### src/rtl/dsm_pkg.sv
// Shared types and constants of the datagram sequence monitor.
`default_nettype none

package dsm_pkg;

  // Opcodes of an input beat.
  localparam logic [1:0] OP_DATAGRAM = 2'd0;
  localparam logic [1:0] OP_TICK     = 2'd1;
  localparam logic [1:0] OP_READ     = 2'd2;

  // Message types carried in the first payload word.
  localparam logic [31:0] TYPE_WARMUP = 32'd0;
  localparam logic [31:0] TYPE_DATA   = 32'd1;
  localparam logic [31:0] TYPE_QUIT   = 32'd2;

  // Configuration register indexes.
  localparam logic [1:0] CFG_LINGER   = 2'd0;
  localparam logic [1:0] CFG_HIST_EN  = 2'd1;
  localparam logic [1:0] CFG_EXPECTED = 2'd2;

  localparam logic [39:0] LINGER_RESET = 40'd100000000;
  localparam logic [31:0] PREV_SEQ_RESET = 32'hFFFF_FFFF;

  typedef enum logic [1:0] {
    PH_INIT = 2'd0,
    PH_MEAS = 2'd1,
    PH_QUIT = 2'd2
  } phase_t;

  typedef enum logic [2:0] {
    ST_OK           = 3'd0,
    ST_LEN_MISMATCH = 3'd1,
    ST_BAD_TYPE     = 3'd2,
    ST_LINGER       = 3'd3,
    ST_IGNORED      = 3'd4
  } status_t;

  // Work kinds decided by the front end.
  typedef enum logic [2:0] {
    KIND_WARMUP   = 3'd0,
    KIND_DATA     = 3'd1,
    KIND_QUIT     = 3'd2,
    KIND_BAD_TYPE = 3'd3,
    KIND_TICK     = 3'd4,
    KIND_READ     = 3'd5,
    KIND_NOP      = 3'd6
  } kind_t;

  typedef struct packed {
    logic [1:0]  opcode;
    logic [31:0] msg_type;
    logic [31:0] seq_number;
    logic [10:0] datagram_length;
    logic [63:0] timestamp_ns;
    logic [15:0] hist_index;
  } in_t;

  typedef struct packed {
    logic [2:0]  status;
    logic        halted;
    logic [1:0]  phase;
    logic [31:0] msg_count;
    logic [31:0] ooo_count;
    logic [31:0] warmup_count;
    logic [31:0] quit_count;
    logic [63:0] measured_ns;
    logic [7:0]  hist_value;
  } out_t;

  // Classified command passed from the front end to the back end.
  typedef struct packed {
    kind_t       kind;
    logic [31:0] word;     // sequence number, or histogram read index
    logic [10:0] len;      // saturated length
    logic [63:0] ts;
    logic        hist_hit; // data beat that bumps its histogram entry
    logic        rd_ok;    // read index lies inside the histogram
  } cmd_t;

  // Result before the final time subtraction.
  typedef struct packed {
    status_t     status;
    logic        halted;
    phase_t      phase;
    logic [31:0] msg_count;
    logic [31:0] ooo_count;
    logic [31:0] warmup_count;
    logic [31:0] quit_count;
    logic [63:0] end_ns;
    logic [63:0] start_ns;
    logic [7:0]  hist_value;
  } pre_t;

endpackage

`default_nettype wire

### src/rtl/dsm_front.sv
// Front end: configuration registers and classification of input beats.
`default_nettype none

module dsm_front import dsm_pkg::*; #(
  parameter int HIST_DEPTH  = 65536,
  parameter int MAX_PAYLOAD = 1472
) (
  input  wire logic        clk,
  input  wire logic        rst_n,
  input  wire logic        in_valid,
  output logic             in_ready,
  input  wire in_t         in_data,
  input  wire logic        cfg_valid,
  output logic             cfg_ready,
  input  wire logic [1:0]  cfg_index,
  input  wire logic [39:0] cfg_data,
  input  wire logic        q_full,
  input  wire logic        clr_busy,
  output logic             push,
  output cmd_t             cmd,
  output logic [39:0]      linger
);

  logic [39:0] linger_r;
  logic        hist_en_r;
  logic [16:0] expected_r;
  logic [10:0] len_sat;

  assign cfg_ready = 1'b1;
  assign linger    = linger_r;

  // Configuration writes; an index beyond the list is dropped.
  always_ff @(posedge clk) begin
    if (!rst_n) begin
      linger_r   <= LINGER_RESET;
      hist_en_r  <= 1'b0;
      expected_r <= '0;
    end else if (cfg_valid) begin
      unique case (cfg_index)
        CFG_LINGER:   linger_r   <= cfg_data;
        CFG_HIST_EN:  hist_en_r  <= cfg_data[0];
        CFG_EXPECTED: expected_r <= cfg_data[16:0];
        default: ;
      endcase
    end
  end

  // Beats are taken while the queue has room and the histogram is cleared.
  assign in_ready = !q_full && !clr_busy;
  assign push     = in_valid && in_ready;

  // An overlong length saturates as a truncating receive would.
  assign len_sat = (32'(in_data.datagram_length) > 32'(MAX_PAYLOAD)) ?
                   11'(MAX_PAYLOAD) : in_data.datagram_length;

  // Classification of the beat.
  always_comb begin
    cmd.word     = in_data.seq_number;
    cmd.len      = len_sat;
    cmd.ts       = in_data.timestamp_ns;
    cmd.hist_hit = hist_en_r &&
                   (in_data.seq_number < 32'(expected_r)) &&
                   (in_data.seq_number < 32'(HIST_DEPTH));
    cmd.rd_ok    = (32'(in_data.hist_index) < 32'(HIST_DEPTH));
    cmd.kind     = KIND_NOP;
    unique case (in_data.opcode)
      OP_DATAGRAM: begin
        unique case (in_data.msg_type)
          TYPE_WARMUP: cmd.kind = KIND_WARMUP;
          TYPE_DATA:   cmd.kind = KIND_DATA;
          TYPE_QUIT:   cmd.kind = KIND_QUIT;
          default:     cmd.kind = KIND_BAD_TYPE;
        endcase
      end
      OP_TICK: cmd.kind = KIND_TICK;
      OP_READ: begin
        cmd.kind = KIND_READ;
        cmd.word = 32'(in_data.hist_index);
      end
      default: cmd.kind = KIND_NOP;
    endcase
  end

endmodule

`default_nettype wire

### config.mk
export PLATFORM = sky130hd
export DESIGN_NAME = dsm_front
export DESIGN_NICKNAME = d
export VERILOG_FILES = /design/src/rtl/dsm_pkg.sv /design/src/rtl/dsm_front.sv
export SDC_FILE = /design/constraint.sdc
export NUM_CORES = 1
export LEC_CHECK = 0
export ABC_CLOCK_PERIOD_IN_PS = 1900
export BUFFER_PORTS_ARGS = -buffer_cell sky130_fd_sc_hd__buf_2
export CAP_MARGIN = 20
export CORE_AREA = 2 2 142 144
export DETAILED_ROUTE_END_ITERATION = 16
export DIE_AREA = 0 0 144 146
export PLACE_DENSITY = 0.53
export RECOVER_POWER = 25
export SLEW_MARGIN = 20
export SYNTH_ARGS = -nofsm -noshare
export SYNTH_HDL_FRONTEND = slang
export SYNTH_SLANG_ARGS = --single-unit
### constraint.sdc
create_clock -name clk -period 1.9 [get_ports clk]
set_input_delay 0.095 -clock clk [delete_from_list [all_inputs] [get_ports clk]]
set_output_delay 0.095 -clock clk [all_outputs]
set_load 0.05 [all_outputs]
# After elaboration in Yosys (flattened, before gate mapping)

Index checks and enable logic that the tools add are counted.

Register bits: 58
Input bits: 205
Logic and storage cells: 28

$lt $le $gt $ge: 3
Equal/unequal tests: 6
Multiplexer cells: 4
Reduce and logical (&&, ||, !) cells: 12

Operators with widths:

| kind                 | count |
|---|---|
| $eq 32x1->1 const B  | 1 |
| $eq 32x2->1 const B  | 1 |
| $logic_not 32->1     | 1 |
| $lt 32x17->1         | 1 |
| $lt 32x17->1 const B | 1 |
| $mux 32              | 1 |
| $gt 11x11->1 const B | 1 |
| $mux 11              | 1 |
| $pmux 3 s3           | 1 |
| $pmux 2 s3           | 1 |
| $reduce_and 2->1     | 3 |
| $eq 2x1->1 const B   | 2 |
| $eq 2x2->1 const B   | 2 |
| $logic_and 1x1->1    | 4 |
| $logic_not 2->1      | 2 |
| $logic_not 1->1      | 2 |

# Logic depth before layout (Yosys ltp)

Depth in word-level cells: 3
Depth in mapped cells: 7

# Worst setup path after synthesis

OpenSTA, ideal clock, no wires.

Path type: register to output
Start: register expected_r[16]
End: output port cmd[1] in the netlist's numbering
Arrival time: 2.155 ns
Path slack: -0.350 ns
Stages on the path, launching flop included: 7
Cells stage by stage: dfxtp_1 inv_1 ha_1 or4_4 nor4_2 nand3_1 a41oi_1

RTL lines:

| element                  | line            | source |
|---|---|---|
| start: declaration       | dsm_front.sv:26 | `logic [16:0] expected_r;` |
| start signal: assignment | dsm_front.sv:42 | `CFG_EXPECTED: expected_r <= cfg_data[16:0];` |
| end: declaration         | dsm_front.sv:20 | `output cmd_t cmd,` |

==> run_results.csv <==
group,metric,value,unit
drt,ant_nets,0,
finish,final_util,0.2617,
synthesis,synth-simple-area-share,0.2483,
finish,area_delta_synth_final,41.25,%
finish,nets,847,
drt,vias,3512,
global_routing,grt_pass1_vias,3449,
setup_path,start_kind,"flip-flop",
clock_tree,post-cts-setup-buffer-count,0,
synthesis,ys_ff_latch,58,
synthesis,ys_async_sr_fraction,0,
setup_path,worstSetupEndpoint,"cmd[1]",
synthesis,synth_compound_area_frac,0.1222,
place,portBuffers,229,
synthesis,synthMuxAreaShare,0.05868,
floorplanning,die-area,21020,um2
sta,rsz0062_at_grt,"true",
place,gp_congestion,0.7054,
outcome,violations,"setup timing",
pwr,power.density,791.7,nW/um2
finish,drive_gt1_frac,0.4499,
global_routing,gr-total-overflow,0,
floorplanning,start_util,0.1853,
global_routing,grt_max_degree,59,
sta,clock.fmax,487.4,MHz
clock_tree,clockBufferDepth,2,
place,place.detailed.hpwl,10610,um
drt,detail_route.vias_per_cell,3.924,
synthesis,synth_ff_type,"dfxtp_1",
sta,worstMarginPinSlew,0.7169,ns
synthesis,synthXorXnorAreaFrac,0,
setup_path,reg2reg_depth,3,
sta,fin_skew,0,ns
floorplanning,die_h,146,um
synthesis,yosys.area.top_type,"dfxtp_1",
setup_path,critPathCaptureType,"output pin",
synthesis,synthAdderAreaFrac,0.06287,
job,maxCapViolations,0,
clock_tree,clkLatencyLatePin,0.32,ns
clock_tree,numCtsBuffers,9,
setup_path,r2r-start,"expected_r[16]$_SDFFE_PN0P_",
sta,holdWs,0.01656,ns
synthesis,synth_top_family_by_area,"simple AND/OR/NAND/NOR gates",
sta,slew_viol_final,0,
clock_tree,path_clk_slew,0.05,ns
sta,slew_headroom,0.5206,
drt,drt_iter0_markers,94,
setup_path,reg2reg_slack,1.22,ns
synthesis,synth_edf_count,0,
global_routing,antenna_found_initial,1,
floorplanning,die_w,144,um
setup_path,reg2reg_to,"expected_r[16]$_SDFFE_PN0P_",
clock_tree,numClockSinks,58,
drt,first_pass_iters,4,
pwr,ir_worst_vdd,0.3649,mV
finish,fill_cells,2143,
sta,min_period_over_period,1.080,
synthesis,synth_top_area_frac,0.3241,
setup_path,cp_data_arrival_time,1.96,ns
clock_tree,cts_tree,"built",
sta,hold_viol_final,0,
synthesis,synth.yosys.seq_area_share,0.3241,
global_routing,grt_pass1_wl,18530,um
outcome,status,"complete, but fails checks",
drt,route.detailed.drc,0,
synthesis,yosys_warnings,0,
floorplanning,core-area,19330,um2
synthesis,syn_area,3582,um2
pwr,power.leakage,2.298,nW
sta,finalSetupViolCount,1,
drt,drt-total-wl,12990,um
drt,post_drt_wl_per_cell,14.51,um
synthesis,synth_area_leaders,"dfxtp_1, buf_4, nand2_1",
setup_path,critPathKind,"flip-flop to output pin",
global_routing,grtUsageTotal,0.1173,
setup_path,critPathRequiredTime,1.80,ns
sta,final.setup.worst_slack,-0.1515,ns
floorplanning,rows,51,
floorplanning,io_pins,360,
sta,finalCriticalPeriod,2.052,ns
clock_tree,cts_root_buffer,"clkbuf_16",
min_path,hold_path.class,"primary input to flip-flop",
setup_path,cp-startpoint,"expected_r[7]$_SDFFE_PN0P_",
clock_tree,cts.htree.levels,3,
synthesis,yosysUniqueCellTypes,38,
synthesis,netlist_instances,453,
setup_path,cp_max_fo,3,
synthesis,syn_avg_cell_area,7.908,um2
==> cells in the mapped netlist (7+ instances only) <==
| master | instances |
|---|---|
| nand2_1 | 116 |
| buf_4 | 66 |
| dfxtp_1 | 58 |
| a21boi_0 | 37 |
| inv_1 | 19 |
| clkbuf_1 | 18 |
| ha_1 | 18 |
| nor2b_1 | 18 |
| mux2_2 | 16 |
| nand3_1 | 15 |
| nor4_1 | 10 |
| a21boi_1 | 8 |
| and2_1 | 7 |
==> what timing repair did <==
| action | in CTS | in global routing |
|---|---|---|
| resized for setup | 10 | 4 |
| hold buffers | 10 | 0 |
| pin swaps | 8 | 1 |
| endpoints found under the hold margin | 10 | 0 |
| endpoints found under the setup margin | 1 | 1 |
==> cells in the final DEF, fill, tap and decap left out, types with 3 or more instances in the layout <==
cell,n
ha_1,16
buf_2,228
nand4_1,4
buf_4,7
nand3_1,15
dfxtp_2,4
a21boi_0,37
nor2_1,6
mux2_2,16
nor2b_1,18
a21boi_1,8
nand2_1,116
a21oi_1,3
mux2i_1,3
clkbuf_16,9
inv_1,18
dfxtp_1,54
nand2b_1,4
and2_1,7
nor4_1,10
dlygate4sd3_1,10
==> how the worst min path moves through the flow <==
stage	from	to	slack [ns]	cells past startpoint
after floorplan	cfg_data[13]	linger[13]$_SDFFE_PN1P_	0.22	2
final	cfg_data[16]	linger[16]$_SDFFE_PN1P_	0.02	3
after CTS	cfg_data[16]	linger[16]$_SDFFE_PN1P_	0.00005	3
after global placement	in_data[33]	cmd[19]	0.19	0
after detailed placement	in_data[33]	cmd[19]	0.19	0
after global routing	cfg_data[16]	linger[16]$_SDFFE_PN1P_	0.02	3
==> metal layers <==
layer / part of all wire / vias to the layer above / GRT usage / routed length, um
met3: 0.092 / 30 / 0.03982 / 1201
li1: - / 1767 / - / -
met2: 0.51 / 178 / 0.2212 / 6647
met5: 0 / - / 0 / 0
met1: 0.36 / 1537 / 0.1107 / 4619
met4: 0.040 / 0 / 0.05882 / 518
==> flip-flops by register name, indices dropped and copies added (netlist names) <==
| register | flops |
|---|---|
| expected_r | 17 |
| hist_en_r | 1 |
| linger | 40 |
==> cell type report <==
| cell class | instances | area (um2) | share of cell area |
|---|---|---|---|
| Tap cell | 265 | 331.6 | 0.06553 |
| Antenna cell | 1 | 2.502 | 0.0004946 |
| Sequential cell | 58 | 1166 | 0.2305 |
| Multi-Input combinational cell | 289 | 1843 | 0.3642 |
| Clock buffer | 11 | 242.7 | 0.04797 |
| Clock inverter | 5 | 77.57 | 0.01533 |
| Timing Repair Buffer | 247 | 1325 | 0.2619 |
| Inverter | 19 | 71.32 | 0.01409 |
==> per-stage QoR <==
step | setup TNS (ns) | power [mW] | area (um2) | std cells | worst slack, ns
3_3_place_gp | -0.1940 | 2.270 | 4586 | 869 | -0.1940
4_1_cts | -0.2020 | 4.078 | 5036 | 894 | -0.2020
3_5_place_dp | -0.1779 | 2.273 | 4586 | 869 | -0.1779
5_1_grt | -0.2456 | 4.194 | 5060 | 895 | -0.2456
2_1_floorplan | 0 | 2.292 | 3605 | 454 | 0.03173
6_report | -0.1515 | 4.006 | 5060 | 895 | -0.1515
==> report_power, final <==
group | switching, mW | total (mW) | internal [mW]
clock network | 0.565 | 1.74 | 1.18
registers | 0.0210 | 1.28 | 1.26
logic | 0.654 | 0.978 | 0.325
==> logic make-up (layout without fill, tap and decap cells) <==
logic type | count (synthesis) | after routing
flip-flops | 58 | 58
AO/OA/AOI/OAI | 60 | 60
multiplexers | 19 | 19
adder cells (fa/ha/maj) | 18 | 18
other | 1 | 3
buffers and inverters | 107 | 282
AND/OR/NAND/NOR | 190 | 190
==> critical path, cell delays in order (launching register included) <==
cell and delay, ns:
dfxtp_1 0.32, inv_1 0.08, ha_4 0.28, nand4_1 0.09, o311a_1 0.40, o21ai_4 0.18
a41oi_4 0.11, buf_6 0.17
No activity file was read; power rests on OpenSTA's default activity.
