## config.mk

```make
export PLATFORM = sky130hd
export DESIGN_NAME = dsm_queue
export DESIGN_NICKNAME = d
export VERILOG_FILES = /design/src/rtl/dsm_queue.sv
export SDC_FILE = /design/constraint.sdc
export NUM_CORES = 1
export LEC_CHECK = 0
export BUFFER_PORTS_ARGS = -buffer_cell sky130_fd_sc_hd__buf_2
export CORE_ASPECT_RATIO = 0.7
export CORE_MARGIN = 2
export CORE_UTILIZATION = 41
export DETAILED_ROUTE_END_ITERATION = 12
export PLACE_DENSITY = 0.73
export SLEW_MARGIN = 20
export SYNTH_ARGS = -nofsm -noshare
export SYNTH_HDL_FRONTEND = slang
export SYNTH_SLANG_ARGS = --single-unit
```

## constraint.sdc

```tcl
create_clock -name clk -period 1.2 [get_ports clk]
set_input_delay 0 -clock clk [delete_from_list [all_inputs] [get_ports clk]]
set_output_delay 0 -clock clk [all_outputs]
set_load 0.005 [all_outputs]
```

## src/rtl/dsm_queue.sv

```systemverilog
// Small register FIFO used between the monitor's pipeline parts.
`default_nettype none

module dsm_queue #(
  parameter int W     = 8,
  parameter int DEPTH = 2,
  localparam int PW   = (DEPTH > 1) ? $clog2(DEPTH) : 1,
  localparam int CW   = $clog2(DEPTH + 1)
) (
  input  wire logic          clk,
  input  wire logic          rst_n,
  input  wire logic          push,
  input  wire logic [W-1:0]  wdata,
  input  wire logic          pop,
  output logic      [W-1:0]  rdata,
  output logic      [CW-1:0] count,
  output logic               full,
  output logic               empty
);

  logic [W-1:0]  slot_r [DEPTH];
  logic [PW-1:0] wr_ptr_r, wr_ptr_nxt;
  logic [PW-1:0] rd_ptr_r, rd_ptr_nxt;
  logic [CW-1:0] count_r, count_nxt;

  assign rdata = slot_r[rd_ptr_r];
  assign count = count_r;
  assign full  = (count_r == CW'(DEPTH));
  assign empty = (count_r == '0);

  // Pointer and fill count updates.
  always_comb begin
    wr_ptr_nxt = wr_ptr_r;
    rd_ptr_nxt = rd_ptr_r;
    count_nxt  = count_r;
    if (push) begin
      wr_ptr_nxt = (wr_ptr_r == PW'(DEPTH - 1)) ? '0 : wr_ptr_r + 1'b1;
    end
    if (pop) begin
      rd_ptr_nxt = (rd_ptr_r == PW'(DEPTH - 1)) ? '0 : rd_ptr_r + 1'b1;
    end
    if (push && !pop) begin
      count_nxt = count_r + 1'b1;
    end else if (pop && !push) begin
      count_nxt = count_r - 1'b1;
    end
  end

  always_ff @(posedge clk) begin
    if (!rst_n) begin
      wr_ptr_r <= '0;
      rd_ptr_r <= '0;
      count_r  <= '0;
    end else begin
      wr_ptr_r <= wr_ptr_nxt;
      rd_ptr_r <= rd_ptr_nxt;
      count_r  <= count_nxt;
    end
  end

  // Storage slots.
  always_ff @(posedge clk) begin
    if (push) begin
      slot_r[wr_ptr_r] <= wdata;
    end
  end

endmodule

`default_nettype wire

```

==> After elaboration in Yosys (flattened, before gate mapping) <==
Memory sizes are Yosys's and may differ from the RTL's. A register that Yosys moved wholly into a read port is not among the register bits.
Cells that the tools add are included.
{ "word_totals": {"elab_cells": 23, "inputBits": 12, "mem_bits_rw": 16, "out_inout_bits": 12, "register_bits": 4, "mem_count": 1} }
{ "mem_list": {"columns": ["name", "depth", "width", "rd", "rd_clocked_by_memory_dff", "write_ports", "line", "source"], "rows": [
  ["slot_r", 2, 8, 1, 1, 1, "21", "logic [W-1:0] slot_r [DEPTH];"]
]} }
{ "op_classes": {"reduce_logical": 6, "eq_ne": 1, "addsub": 4, "n_mux": 8} }
{ "op_table": {"columns": ["op", "count"], "rows": [
  ["1-bit two-way mux", 6],
  ["2-bit two-way mux", 2],
  ["1-bit adder (second input constant)", 2],
  ["2-bit by 1-bit adder with 2-bit output (second input constant)", 1],
  ["2-bit equality test (second input constant)", 1],
  ["1-bit logical AND", 2],
  ["1-bit zero test", 2],
  ["2-bit zero test", 1],
  ["2-bit nonzero test", 1],
  ["2-bit by 1-bit subtractor with 2-bit output (second input constant)", 1]
]} }

==> Longest topological paths before layout <==
Gate-level depths: netlist (run 1).
{ "depth": {"ltp_word": 4, "mapped_depth": 5, "depth_no_buf": 5} }

==> Least setup slack after synthesis (run 1) <==
No wires, ideal clock.
{ "synth_path": {"kind": "register -> register", "start": "register wr_ptr_r", "end": "memory slot_r[0][0] (enable)", "t_arrival_ns": 0.730, "synth_period_minus_slack_ns": 1.104, "required_time_ns": 0.825, "path_buffers": 0, "path_slack_ns": 0.096, "path_stages_with_launch": 2, "setup_time_ns": 0.375, "path_cell_list": "dfxtp_1 > nor2b_1"} }
{ "synth_lines": {"columns": ["item", "line", "source"], "rows": [
  ["start: declaration", "22", "logic [PW-1:0] wr_ptr_r, wr_ptr_nxt;"],
  ["start signal: assignment", "55", "wr_ptr_r <= wr_ptr_nxt;"],
  ["end: declaration", "21", null]
]} }
No word-level cell before the write port.

==> run_results.csv, run 1 <==
group,metric,value,unit
clocking,cts_buffer_depth,2,
setup_path,required,1.20,ns
drt,wl,1230,um
clocking,cts_root_buf,"clkbuf_4",
grt,use_met3,6.62,%
clocking,postCtsSetupBuffers,0,
sta,setup_viol,0,
die,ios,24,
clocking,cts_tree,"done",
die,dieArea,0.00231,sq mm
yosys,synth.most_common_cell,"edfxtp_1",
sta,slew_violations,0,
grt,track_usage,12.0,%
yosys,synth_top_family_by_area,"multiplexers",
sta,fin_crit,1.20,ns
yosys,ys.flop_type,"edfxtp_1",
drt,first_iter_violations,21,
sta,timing.fmax,836,MHz
yosys,ys_types,16,
clocking,htree_levels,1,
clocking,clk_latency,0.30,ns
setup_path,worstSetupEndpointType,"output port",
sta,whs,0.0254,ns
setup_path,crit_path_start_kind,"register",
setup_path,critical_path_class,"reg2out",
cells_and_area,syn_to_final_growth,44.6,%
yosys,synth-xor-area-share,3.31,%
die,num_rows,13,
die,start_util,43.2,%
yosys,synth-simple-area-share,7.09,%
grt,grt_use_met1,13.5,%
grt,antenna_found_initial,0,
die,core,0.00184,sq mm
sta,rsz0062_at_grt,"true",
setup_path,cp.arrival,1.20,ns
yosys,synth_top_cell_by_area,"edfxtp_1",
run,maxCapViolCount,0,
cells_and_area,nets,98,
drt,drtAntennaViolNets,0,
sta,finalHoldViolations,0,
power_and_ir_drop,power.leakage,0.485,nW
place,gp_congestion,0.677,
clocking,cts_made_buffers,3,
hold_path,hold_path_class,"in2reg",
yosys,yosysSeqAreaShare,73.1,%
clocking,cts_sinks,21,
grt,grt_max_degree,13,
grt,grt-ovfl-total,0,
yosys,synth_nets,60,
clocking,path_clk_slew,0.11,ns
power_and_ir_drop,ir_worst_vdd,0.838,mV
yosys,yosys-top-cells-area,"edfxtp_1, dfxtp_1, mux2_2",
yosys,syn_inst,47,
place,dpl.hpwl,844,um
power_and_ir_drop,power.density,1270,mW/mm^2
grt,grt_pass1_wl,1860,um
grt,grt_use_met2,19.5,%
yosys,postSynthAreaPerCell,16.9,sq um
drt,firstDrtPassIters,2,
run_status,status,"finished, final reports clean",
die,fp.dieW,56.6,um
sta,relSlewSlack,75.6,%
sta,finalSetupTns,0,ns
drt,route.detailed.drc,0,
setup_path,critPathMaxFanout,8,
die,die_h,40.8,um
yosys,ys_warn_count,0,
place,dpl.cell_count,93,
cells_and_area,drive_above_1_share,46.4,%
sta,worst_pin_slew,0.367,ns
cells_and_area,antennaDiodeCount,0,
yosys,ys_async_sr_fraction,0,%
drt,wl_per_cell,11.6,um
drt,vias,487,
place,portBuffers,23,
grt,grt.busiest_layer,"met2",
yosys,synth_top_area_share,60.5,%
yosys,synth_area,795,sq um
yosys,synth_compound_area_share,2.52,%
sta,skew,0.000648,ns
cells_and_area,stdcell_count,106,
drt,vias_per_cell,4.59,
yosys,ys_seq_elements,21,
grt,grt_pass1_vias,448,
yosys,synth-adder-area-share,1.57,%
yosys,synth_edf_count,16,
yosys,synthTopCellsByCount,"edfxtp_1, mux2_2, dfxtp_1",
sta,min_period_over_period,99.6,%
cells_and_area,fill_cells,161,
yosys,muxShareOfSynthArea,11.3,%
==> power by group <==
part           leakage [nW]  internal (mW)  switching, mW
Clock                0.0177          0.125          0.204
Sequential            0.192          0.832         0.0352
Combinational         0.275          0.177         0.0810
Total                 0.485           1.13          0.320
==> routing by layer <==
layer / vias to the layer above / share of wire [%] / wire length, um
met2: 16 / 49 / 608
met1: 224 / 43 / 527
met3: 2 / 6.7 / 83
met4: 0 / 1.1 / 14
li1: 245 / - / -
met5: - / 0 / 0
==> timing repair <==
| action | CTS | global route |
|---|---|---|
| hold buffers | 9 | 0 |
| hold endpoints to repair | 21 | 0 |
| gates resized for setup | 2 | 16 |
| endpoints found under the setup margin | 8 | 8 |
==> layout by cell type (no fill, tap or decap) <==
cell            n
edfxtp_1       16
buf_2          15
dlygate4sd3_1   9
mux2_4          8
buf_6           8
and2_1          4
dfxtp_1         4
clkbuf_4        3
xor2_1          2
nor2b_1         2
buf_4           2
inv_1           1
and2b_2         1
nor2_1          1
o21a_1          1
o21ai_0         1
or3_1           1
a21boi_1        1
xnor2_1         1
ha_1            1
dfxtp_4         1
clkinv_2        1
==> cells by family after synthesis <==
family | Yosys count
xor gates and xnor gates | 3
buffers and inverters | 2
muxes | 8
AOI/OAI and AO/OA | 3
adders and majority gates | 1
and+or+nand+nor | 9
DFF | 21
==> layout make-up <==
class / instances / area (sq um) / area share (%)
Inverter: 1 / 3.75 / 0.327
Sequential cell: 21 / 584 / 50.9
Timing Repair Buffer: 34 / 270 / 23.5
Clock buffer: 3 / 22.5 / 1.96
Multi-Input combinational cell: 24 / 235 / 20.5
Clock inverter: 1 / 5.00 / 0.436
Tap cell: 22 / 27.5 / 2.40
==> critical path: stages, from the launching register on <==
cell     delay (ns)
dfxtp_4        0.45
mux2_4         0.32
buf_6          0.11
==> sequential cells by signal, indices dropped and copies added, names as in the netlist, named ones only <==
register / count
count: 2
rd_ptr_r: 1
slot_r: 16
wr_ptr_r: 1
==> final timing paths <==
kind / cells past startpoint / slack, ns / end / from
worst max-delay path: 2 / 0.005 / rdata[1] / register
worst min register to register: 2 / 0.52 / count[1] / count[1]
worst min-delay path: 3 / 0.03 / register / pop
worst max register to register: 3 / 0.17 / count[1] / count[0]
==> per-stage QoR <==
| stage | power [mW] | utilization, % | instance area, sq um | worst slack [ns] |
|---|---|---|---|---|
| after floorplan | 0.974 | - | 795 | 0.0957 |
| after global placement | 1.06 | 51.5 | 947 | 0.176 |
| after detailed placement | 1.07 | 51.5 | 947 | 0.167 |
| after CTS | 1.42 | 58.1 | 1070 | -0.0123 |
| after global routing | 1.54 | 62.5 | 1150 | -0.0574 |
| final | 1.45 | 62.5 | 1150 | 0.00451 |
Note: power is estimated with default switching activity, not from simulation.
==> run 2: changes to the inputs <==
Settings changed: CORE_MARGIN 2 to 8.
==> run 2 against run 1 <==
Net effect: worst setup slack improved by 0.0092 ns; hold slack improved by 0.033 ns; combinational power rose by 2%; highest routed layer is now met3; global-route usage is 4.0 points lower; maximum frequency is 0.77% higher; register-to-register slack worse by 0.03 ns; largest cell class unchanged; routed wire length is 15% higher; sequential share of layout area up 0.055 points; die area increased by 57%.
==> run_results.csv, run 2 (same netlist as run 1, synthesis figures left out) <==
group,metric,value,unit
run_status,status,"finished, final reports clean",
clocking,path_clk_slew,0.10,ns
sta,worst_pin_slew,0.378,ns
grt,track_usage,8.03,%
clocking,cts_sinks,21,
setup_path,required,1.20,ns
drt,wl,1420,um
clocking,clk_latency,0.29,ns
die,fp.dieW,68.6,um
drt,wl_per_cell,13.4,um
power_and_ir_drop,p_sw_share,21.5,%
die,ios,24,
cells_and_area,fin_area,0.00115,sq mm
setup_path,critical_path_class,"reg2out",
die,num_rows,13,
cells_and_area,largest_register_ffs,16,
setup_path,crit_path_start_kind,"register",
cells_and_area,final_common_cell,"edfxtp_1",
setup_path,cp.arrival,1.19,ns
hold_path,hold_path_class,"in2reg",
sta,whs,0.0584,ns
place,gp_congestion,0.651,
cells_and_area,top_register,"slot_r",
place,placed_cell_area,947,sq um
power_and_ir_drop,pwr-share-seq,59.8,%
cells_and_area,antennaDiodeCount,0,
power_and_ir_drop,p_total,1.45,mW
die,start_util,43.2,%
sta,setup_viol,0,
clocking,cts_tree,"done",
cells_and_area,stdcell_count,106,
drt,vias_per_cell,4.56,
place,dpl.cell_count,93,
cells_and_area,nets,98,
clocking,cts_buffer_depth,2,
cells_and_area,syn_to_final_growth,44.4,%
grt,grt_pass1_vias,518,
sta,rsz0062_at_grt,"true",
setup_path,critPathMaxFanout,8,
drt,vias,483,
die,die_h,52.8,um
drt,route.detailed.drc,0,
cells_and_area,drive_above_1_share,45.2,%
grt,grt-ovfl-total,0,
clocking,postCtsSetupBuffers,0,
drt,drtAntennaViolNets,0,
clocking,cts_made_buffers,3,
power_and_ir_drop,power.leakage,0.482,nW
clocking,cts_root_buf,"clkbuf_4",
sta,timing.fmax,843,MHz
setup_path,reg2reg_slack,0.14,ns
drt,first_iter_violations,2,
run,maxCapViolCount,0,
power_and_ir_drop,netSwitchingPower,0.312,mW
grt,grt_max_degree,12,
sta,min_period_over_period,98.9,%
power_and_ir_drop,internal_power,1.14,mW
sta,relSlewSlack,74.8,%
place,portBuffers,23,
cells_and_area,mostFrequentLayoutCells,"edfxtp_1, buf_2, dlygate4sd3_1, mux2_4, buf_6",
power_and_ir_drop,combinationalPowerShare,18.1,%
grt,antenna_found_initial,0,
place,dpl.hpwl,1030,um
die,dieArea,0.00362,sq mm
setup_path,worstSetupEndpointType,"output port",
power_and_ir_drop,power.density,1260,mW/mm^2
sta,fin_crit,1.19,ns
power_and_ir_drop,clkPwrFrac,22.1,%
sta,finalSetupTns,0,ns
sta,finalHoldViolations,0,
sta,slew_violations,0,
grt,grt_pass1_wl,2200,um
drt,firstDrtPassIters,3,
sta,skew,0.000267,ns
die,core,0.00184,sq mm
clocking,htree_levels,1,
power_and_ir_drop,ir_worst_vdd,0.950,mV
## run 2: cell types whose count changed in the layout (fill, tap and decap cells not counted), sizes merged
cell    change
clkbuf      +1
clkinv      -1
## run 2: power groups by stage
| stage | sequential [mW] | combinational [mW] | clock (mW) |
|---|---|---|---|
| 2_1_floorplan | 0.867 | 0.108 | 0 |
| 3_3_place_gp | 0.877 | 0.188 | 0 |
| 3_5_place_dp | 0.880 | 0.191 | 0 |
| 4_1_cts | 0.865 | 0.219 | 0.333 |
| 5_1_grt | 0.876 | 0.286 | 0.355 |
| 6_report | 0.868 | 0.262 | 0.321 |
## run 2: final timing paths
path / from / to / cells after the start
setup / recovery: register / rdata[7] / 2
hold / removal: pop / rd_ptr_r / 3
setup reg to reg: count[0] / count[1] / 3
hold reg to reg: count[1] / count[1] / 2
## run 2: stage by stage
stage          setup WS [ns]  util [%]
2_1_floorplan         0.0957         -
3_3_place_gp           0.167      51.5
3_5_place_dp           0.146      51.5
4_1_cts             -0.00710      58.5
5_1_grt              -0.0282      62.4
6_report              0.0137      62.4
## run 2: critical path: stages (launching register included)
cell and delay (ns):
dfxtp_4 0.45, mux2_4 0.33, buf_6 0.12
## run 2: cell type report
cell class                 count  area [sq um]
fill                         138           691
sequential                    21           584
timing repair buffer          34           270
multi-input combinational     24           235
tap                           22          27.5
clock buffer                   4          26.3
inverter                       1          3.75
## run 2: what timing repair did
action | 4_1_cts | 5_1_grt
gates resized for setup | 4 | 14
endpoints found under the hold margin | 21 | 0
hold buffers | 9 | 0
endpoints found under the setup margin | 8 | 8
## run 2: metal layers
layer	global-route usage [%]	wire, um	up-vias
li1	-	-	247
met4	1.02	0	0
met5	0	0	-
met2	13.9	680	16
met3	4.91	134	0
met1	8.34	602	220
